## src/rtl/core/pkct_ram.sv

```systemverilog
// Generic simple dual-port RAM with one write port and a registered read port.
module pkct_ram #(
    parameter int WIDTH = 8,
    parameter int DEPTH = 16
) (
    input  logic                     clk,
    input  logic                     we,
    input  logic [$clog2(DEPTH)-1:0] waddr,
    input  logic [WIDTH-1:0]         wdata,
    input  logic [$clog2(DEPTH)-1:0] raddr,
    output logic [WIDTH-1:0]         rdata
);

    logic [WIDTH-1:0] mem [DEPTH];

    always_ff @(posedge clk)
    begin
        if (we)
        begin
            mem[waddr] <= wdata;
        end
        rdata <= mem[raddr];
    end

endmodule

```

## config.mk

```make
export PLATFORM = sky130hd
export DESIGN_NAME = pkct_ram
export DESIGN_NICKNAME = d
export VERILOG_FILES = /design/src/rtl/core/pkct_ram.sv
export SDC_FILE = /design/constraint.sdc
export NUM_CORES = 1
export LEC_CHECK = 0
export BUFFER_PORTS_ARGS = -buffer_cell sky130_fd_sc_hd__buf_2
export CORE_ASPECT_RATIO = 1.75
export CORE_MARGIN = 2
export CORE_UTILIZATION = 30
export CTS_BUF_LIST = sky130_fd_sc_hd__clkbuf_16
export DETAILED_ROUTE_END_ITERATION = 7
export GPL_ROUTABILITY_DRIVEN = 0
export REMOVE_ABC_BUFFERS = 1
export SLEW_MARGIN = 20
export SYNTH_ARGS = -nofsm -noshare
export SYNTH_HDL_FRONTEND = slang
export SYNTH_SLANG_ARGS = --single-unit
export TNS_END_PERCENT = 20
```

## constraint.sdc

```tcl
create_clock -name clk -period 4.4 [get_ports clk]
set_input_delay 0.66 -clock clk [delete_from_list [all_inputs] [get_ports clk]]
set_output_delay 0.66 -clock clk [all_outputs]
set_load 0.02 [all_outputs]
```

==> results.md <==
* Sequential area share after synthesis at 0.778
* Initial drt markers at 204
* Initial Util at 0.305
* NetSw at 0.000605 W
* M3 GR Usage at 0.0387
* Row count at 63
* WP buf/inv at 1
* Worst EP arrival at 1.95 ns
* DR WL/cell at 20.6 um
* CP startpoint: waddr[2]
* Vias at 2318
* # clock sinks at 136
* Relative slew slack at 0.344
* Initial antenna violation count at 0
* Worst-path maximum fanout at 8
* Worst path required time at 4.43 ns
* Max rail drop VDD at 0.276 mV
* Chip Width at 103 um
* FMAX at 521 MHz
* Status: finished, final reports clean
* Layout cell share with drive strength beyond 1 at 0.278
* Most numerous cell in the Yosys netlist: edfxtp_1
* I/O Buffers at 25
* Sequential power share at 0.488
* GRT Overall Usage at 0.121
* Fin crit share at 0.436
* CTS Root Cell: clkbuf_16
* Synth cell types at 19
* Core area at 0.0169 sq mm
* Met2 Resource Use GR at 0.214
* Avg Cell Area, Syn at 22.5 sq um
* Mapped Area at 0.00515 sq mm
* Final setup fails at 0
* TritonCTS Buffers at 17
* WS Path Type: primary input to flop
* Cell type with the highest aggregate area in the netlist: edfxtp_1
* TritonRoute pass-1 iters at 4
* Dominant synthesized flop cell: edfxtp_1
* Tightest Hold Check Type: primary input to flop
* Routing usage on met1 at 0.133
* Skew-Pair Late Insertion Delay at 0.41 ns
* CTS H-tree lvls at 4
* Max-cap violations at 0
* CTS Hold Bufs at 0
* Flop and latch count out of synthesis at 136
* Post-route ant nets at 0
* Setup bufs post-CTS at 0
* Final net count at 282
* Leak at 1.99 nW
* Fin. Hold Viols at 0
* DIE HEIGHT at 177 um
* Vias in the first global route at 2436
* Crit-path cells: buf_2 > or3b_2 > nor2_1
* Reg clk slew, reported paths at 0.05 ns
* Switching Share at 0.203
* Clock period minus worst slack at 1.92 ns
* DRC at 0
* ANT cells at 0
* Post-Route WL at 10.4 mm
* First-pass GRT wire length at 15.3 mm
* CTS tree: yes
* Least-Margin Pin Slew at 0.980 ns
* Clock Skews at 0.00696 ns
* Post-synth EDFFs at 128
* Area of the multi-input gates at 0.00107 sq mm
* Syn-to-layout area delta at 18.2%
* CP top delay family: simple AND/OR/NAND/NOR gates
* Place WS at 1.73 ns
* Largest cells by area after synthesis: edfxtp_1, mux4_2, mux4_1, dfxtp_1, a22oi_1
* Slew Limit Fails at 0
* Post-route cell area at 0.00608 sq mm
* CP endpoint kind: flop
* Reg-to-Reg Start: mem[3][4]
* Clock share of power at 0.466
* DP HPWL at 6.90 mm
* Maximum root-to-sink buffer count at 2
* Top-area cell type share of the netlist area at 0.747
* Post-route worst setup slack at 2.48 ns
* Largest net degree at the start of global routing at 33
* GR peak layer: met2
* Comb pwr share at 0.046
* RSZ-0062 raised after global routing: false
* Hold path startpoint: wdata[1]
* Register area at 0.00400 sq mm
* Vias per cell at 4.60
* Startpoint types: primary input
* Post-synth top cells: edfxtp_1, mux4_2, a22oi_1
* I/O pins at 26
* TNS Setup at 0 ns
* Critical path's slowest cell: nor2_1
* CP max stage delay at 0.66 ns
* Placed Area at 0.00549 sq mm
* Cts repair resizes at 0
* Die Area at 0.0183 sq mm
* Ys async rst share at 0
* Filler Cell Count at 1588
* Internal at 0.00238 W
* Yosys warnings at 0
* Grt ovf at 0
* Cells after Synth at 229
* Power per cell area at 491 mW/mm^2
==> worst reg2reg max path, cell delays in order (launching register included) <==
cell	delay (ns)
edfxtp_1	0.37
mux4_2	0.49
a22oi_1	0.29
nand2_1	0.10
==> logic make-up after synthesis <==
family | share of synthesized area
buffers and inverters | 0.0168
DFF | 0.778
muxes | 0.150
and+or+nand+nor | 0.0318
AOI/OAI and AO/OA | 0.0233
==> placed cells by master (no fill, tap or decap), drive strengths merged, types with 3 or more instances in the layout <==
master,n
buf,26
mux4,32
clkbuf,17
nor2,13
dfxtp,8
edfxtp,128
nand2,9
clkinvlp,3
a22oi,16
nor3,4
clkinv,7
bufinv,3
==> through the flow <==
stage / hold slack (ns) / std cells / utilization / power [W]
2_1_floorplan: 0.629 / 219 / - / 0.00155
3_3_place_gp: 0.657 / 472 / 0.325 / 0.00162
3_5_place_dp: 0.677 / 472 / 0.326 / 0.00163
4_1_cts: 0.615 / 504 / 0.360 / 0.00301
5_1_grt: 0.635 / 504 / 0.361 / 0.00306
6_report: 0.636 / 504 / 0.361 / 0.00299
==> layer usage <==
layer,vias up,wire length (um),share of wire
met5,-,0,0
met4,0,204,0.020
met3,15,404,0.039
met2,59,5790,0.56
met1,1200,4000,0.38
li1,1044,-,-
==> path summary, 6_finish.rpt <==
check	to	slack, ns	depth (start not counted)
max	mem[3][3]	2.48	3
min	mem[5][1]	0.64	1
max reg2reg	rdata[4]	3.04	3
min reg2reg	rdata[0]	0.68	3
==> power groups by stage <==
stage               Clock (W)  Sequential, W  Combinational [W]
detailed placement          0        0.00149           0.000139
floorplan                   0        0.00149          0.0000581
CTS                   0.00141        0.00146           0.000140
global placement            0        0.00149           0.000136
finish                0.00139        0.00146           0.000137
global route          0.00145        0.00146           0.000149
==> sequential cells by signal, indices dropped and copies added, names as in the netlist <==
signal	count
mem	128
rdata	8
==> area by class of cell <==
type                            count  area share
Sequential cell                   136       0.658
Multi-Input combinational cell     83       0.176
Clock buffer                       17      0.0699
Tap cell                          227      0.0467
Clock inverter                     15      0.0265
Timing Repair Buffer               26      0.0222
(Power assumes the default switching activity.)
