--- src/rtl/core/pkct_pkg.sv ---
// Package with the word, table entry and match types of the per-key counter delta tracker.
package pkct_pkg;

    localparam int WORD_W = 32;
    localparam int KEY_W  = 2 * WORD_W;

    typedef logic [WORD_W-1:0] word_t;
    typedef logic [KEY_W-1:0]  key_t;

    // One sample of a task's cumulative counters.
    typedef struct packed {
        word_t sample_time;
        word_t process_id;
        word_t thread_id;
        word_t voluntary_total;
        word_t involuntary_total;
        word_t migration_total;
    } in_word_t;

    // One result word.
    typedef struct packed {
        word_t record_index;
        word_t out_time;
        word_t out_process;
        word_t out_thread;
        word_t voluntary_delta;
        word_t involuntary_delta;
        word_t migration_delta;
        logic  first_seen;
        logic  table_full;
    } out_word_t;

    // One table slot as held in the memory.
    typedef struct packed {
        key_t  key;
        word_t voluntary;
        word_t involuntary;
        word_t migration;
    } entry_t;

    localparam int ENTRY_W = $bits(entry_t);

    // Outcome of comparing one slot against the current sample.
    typedef struct packed {
        logic  hit;
        word_t voluntary_delta;
        word_t involuntary_delta;
        word_t migration_delta;
    } match_t;

endpackage

--- src/rtl/core/pkct_match.sv ---
// Key compare and counter delta unit shared by every step of the table scan.
module pkct_match (
    input  pkct_pkg::key_t   key,
    input  pkct_pkg::word_t  voluntary_total,
    input  pkct_pkg::word_t  involuntary_total,
    input  pkct_pkg::word_t  migration_total,
    input  pkct_pkg::entry_t entry,
    output pkct_pkg::match_t result
);

    // Deltas wrap modulo 2^32, so a plain subtraction is exact.
    always_comb
    begin
        result.hit               = (entry.key == key);
        result.voluntary_delta   = voluntary_total - entry.voluntary;
        result.involuntary_delta = involuntary_total - entry.involuntary;
        result.migration_delta   = migration_total - entry.migration;
    end

endmodule
--- config.mk ---
export PLATFORM = sky130hd
export DESIGN_NAME = pkct_match
export DESIGN_NICKNAME = d
export VERILOG_FILES = /design/src/rtl/core/pkct_pkg.sv /design/src/rtl/core/pkct_match.sv
export SDC_FILE = /design/constraint.sdc
export NUM_CORES = 1
export LEC_CHECK = 0
export BUFFER_PORTS_ARGS = -buffer_cell sky130_fd_sc_hd__buf_4
export CAP_MARGIN = 0
export CORE_AREA = 2 2 161 163
export DETAILED_ROUTE_END_ITERATION = 8
export DIE_AREA = 0 0 163 165
export MAX_ROUTING_LAYER = met4
export PLACE_DENSITY = 0.55
export SLEW_MARGIN = 15
export SYNTH_ARGS = -nofsm -noshare
export SYNTH_HDL_FRONTEND = slang
export SYNTH_SLANG_ARGS = --single-unit
--- constraint.sdc ---
create_clock -name vclk -period 4
set_input_delay 0.8 -clock vclk [all_inputs]
set_output_delay 0.8 -clock vclk [all_outputs]
set_load 0.005 [all_outputs]
==> impl_metrics.toml <==
[run_status]
outcome = "completed"

[sta]
setup_viol = 0
hold_ws_ps = 1950
fin_crit_sh = 0.977
max_slew_margin = 0.705
max_slew.worst_pin.slew_ps = 438
hold_viol = 0
period_minus_slack_ps = 3910
finalSetupTns_ps = 0
finalWorstSetupSlack_ps = 91.4
rsz0062_at_grt = "true"
slew_viol_final = 0
fmax_mhz = 256

[synthesis]
synth.area.top_cells = "ha_1 19%, xor2_1 12%, xnor2_1 7.7%"
yosys_warnings = 0
yosysSeqAreaShare = 0
synth_cells = 917
synth.avg_cell_area_um2 = 6.78
yosys.area.top_type_share = 0.187
synth_area_leader_cell = "ha_1"
synth.cell_area_mm2 = 0.00622
syn_nets = 1333
synth.distinct_cells = 66

[critical_path]
critPathKind = "in2out"
cp_slowest_cell = "a2111oi_4"
worstPathRequired_ps = 3200
crit_buf_inv = 3
crit_chain = "buf_4 > inv_1 > ha_4 > o211ai_1 > a21o_1 > a2111oi_4 > nor3b_4 > o31ai_4 > a221o_2 > a31oi_1 > or3_1 > buf_4"
path_max_fanout = 4
cp-end-kind = "output pin"
cpLargestDelayFamily = "compound AO/OA/AOI/OAI gates"
cpPeakStageDelay_ps = 450
cp_data_arrival_time_ps = 3110
crit_path_frequent_cell = "buf_4"
worstSetupStartpointType = "input pin"

[floorplan]
fp.dieH_um = 165
dieWidth_um = 163
num_io_pins = 417
dieArea_mm2 = 0.0269
row_count = 58
initial_core_util = 0.248
fp.coreArea_mm2 = 0.0250

[place]
placement.io_buffers = 417
place_inst = 1675
hpwl_um = 24600
placed_area_mm2 = 0.00992
preCtsSetupSlack_ps = -24.2
gp_congestion = 0.927

[drt]
dr.pass1.iters = 5
first_iter_violations = 292
routed_wl_um = 27000
wl_per_cell_um = 16.0
via_per_inst = 4.79
vias = 8069
antenna_left = 0
drcViolationCount = 0

[power_and_ir_drop]
leakage_nw = 5.42
pwr_density_cell_mw_per_mm2 = 168
ir_drop_mv = 0.0825
total_power_mw = 1.71

[layout]
syn_to_final_growth_pct = 63.5
mostFrequentLayoutCells = "455 x buf_4, 122 x inv_1, 88 x xor2_1, 88 x a21oi_1, 86 x ha_1"
fin_util = 0.406
layout.cells.most_common = "buf_4"
layout-drive-gt1-share = 0.371
clkbuf_count = 0
design.seq.count = 0
nNetsFinal = 1770
design_area_mm2 = 0.0102
instances_no_fill = 1685
regArea_um2 = 0

[global_route]
grt_overflow = 0
grt_max_degree = 11
grt_pass1_wl_um = 39600
antenna_found_initial = 3
grt_pass1_vias = 7926
track_usage = 0.187

[min_path]
holdCritPathClass = "in2out"

[flow_run]
drv_cap = 0
[path summary, 6_finish.rpt]
kind	from	end	slack, ps	cells after the start
setup / recovery	entry[34]	result[61]	90	12
hold / removal	entry[0]	result[0]	1950	4
[synthesized netlist by cell type (3+ instances only)]
cell and instances:
a21boi_0 4, o21a_1 15, nor4_1 20, nand3_1 29, xnor2_1 55, a31oi_1 4, a211oi_1 4, o211ai_1 4
o41ai_1 3, a21o_1 49, and2_1 8, inv_1 124, and3_1 9, o21bai_1 12, nand2_1 54, o2111ai_1 4
a31o_2 3, clkbuf_1 20, xor2_1 88, a211o_1 3, fa_1 3, ha_1 93, mux2i_1 3, or3_1 5
nor3_1 19, nand2b_1 11, o21ai_0 50, nor2b_1 9, nor2_1 51, o31a_1 5, o311a_1 3, a21oi_1 91
nand4_1 19
[routing by layer]
layer,vias to the layer above,routed length (um),GRT usage,part of all wire
met2,295,14400,0.365,0.53
met5,-,0,-,0
met3,16,1860,0.0304,0.069
met4,0,346,0.0302,0.013
li1,4131,-,-,-
met1,3627,10400,0.201,0.38
[area by class of cell]
class	count	area (um2)
inverter	124	468
timing repair buffer	456	3430
tap	330	413
fill	2670	14900
antenna	3	7.51
multi-input combinational	772	5850
[tightest hold or removal path: cells and delay by family]
family                   cells  cell delay [ps]
adder cells (fa/ha/maj)      1              110
buffers and inverters        3              240
[where the power goes]
part / switching, mW / internal (mW) / total [mW]
registers: 0 / 0 / 0
logic: 0.800 / 0.909 / 1.71
clock network: 0 / 0.000000101 / 0.000000101
total: 0.800 / 0.909 / 1.71
[what timing repair did]
item / in CTS / in global routing
pin swaps: 1 / 24
resized for setup: 3 / 37
endpoints found under the setup margin: 2 / 20
buffers inserted: 0 / 7
hold buffers: 0 / 0
[logic make-up after synthesis]
logic type / share of synthesized area
mux: 0.00483
xor+xnor: 0.201
buf+inv: 0.0877
fa+ha+maj: 0.197
compound gates: 0.311
simple gates: 0.199
(Power assumes the default switching activity.)
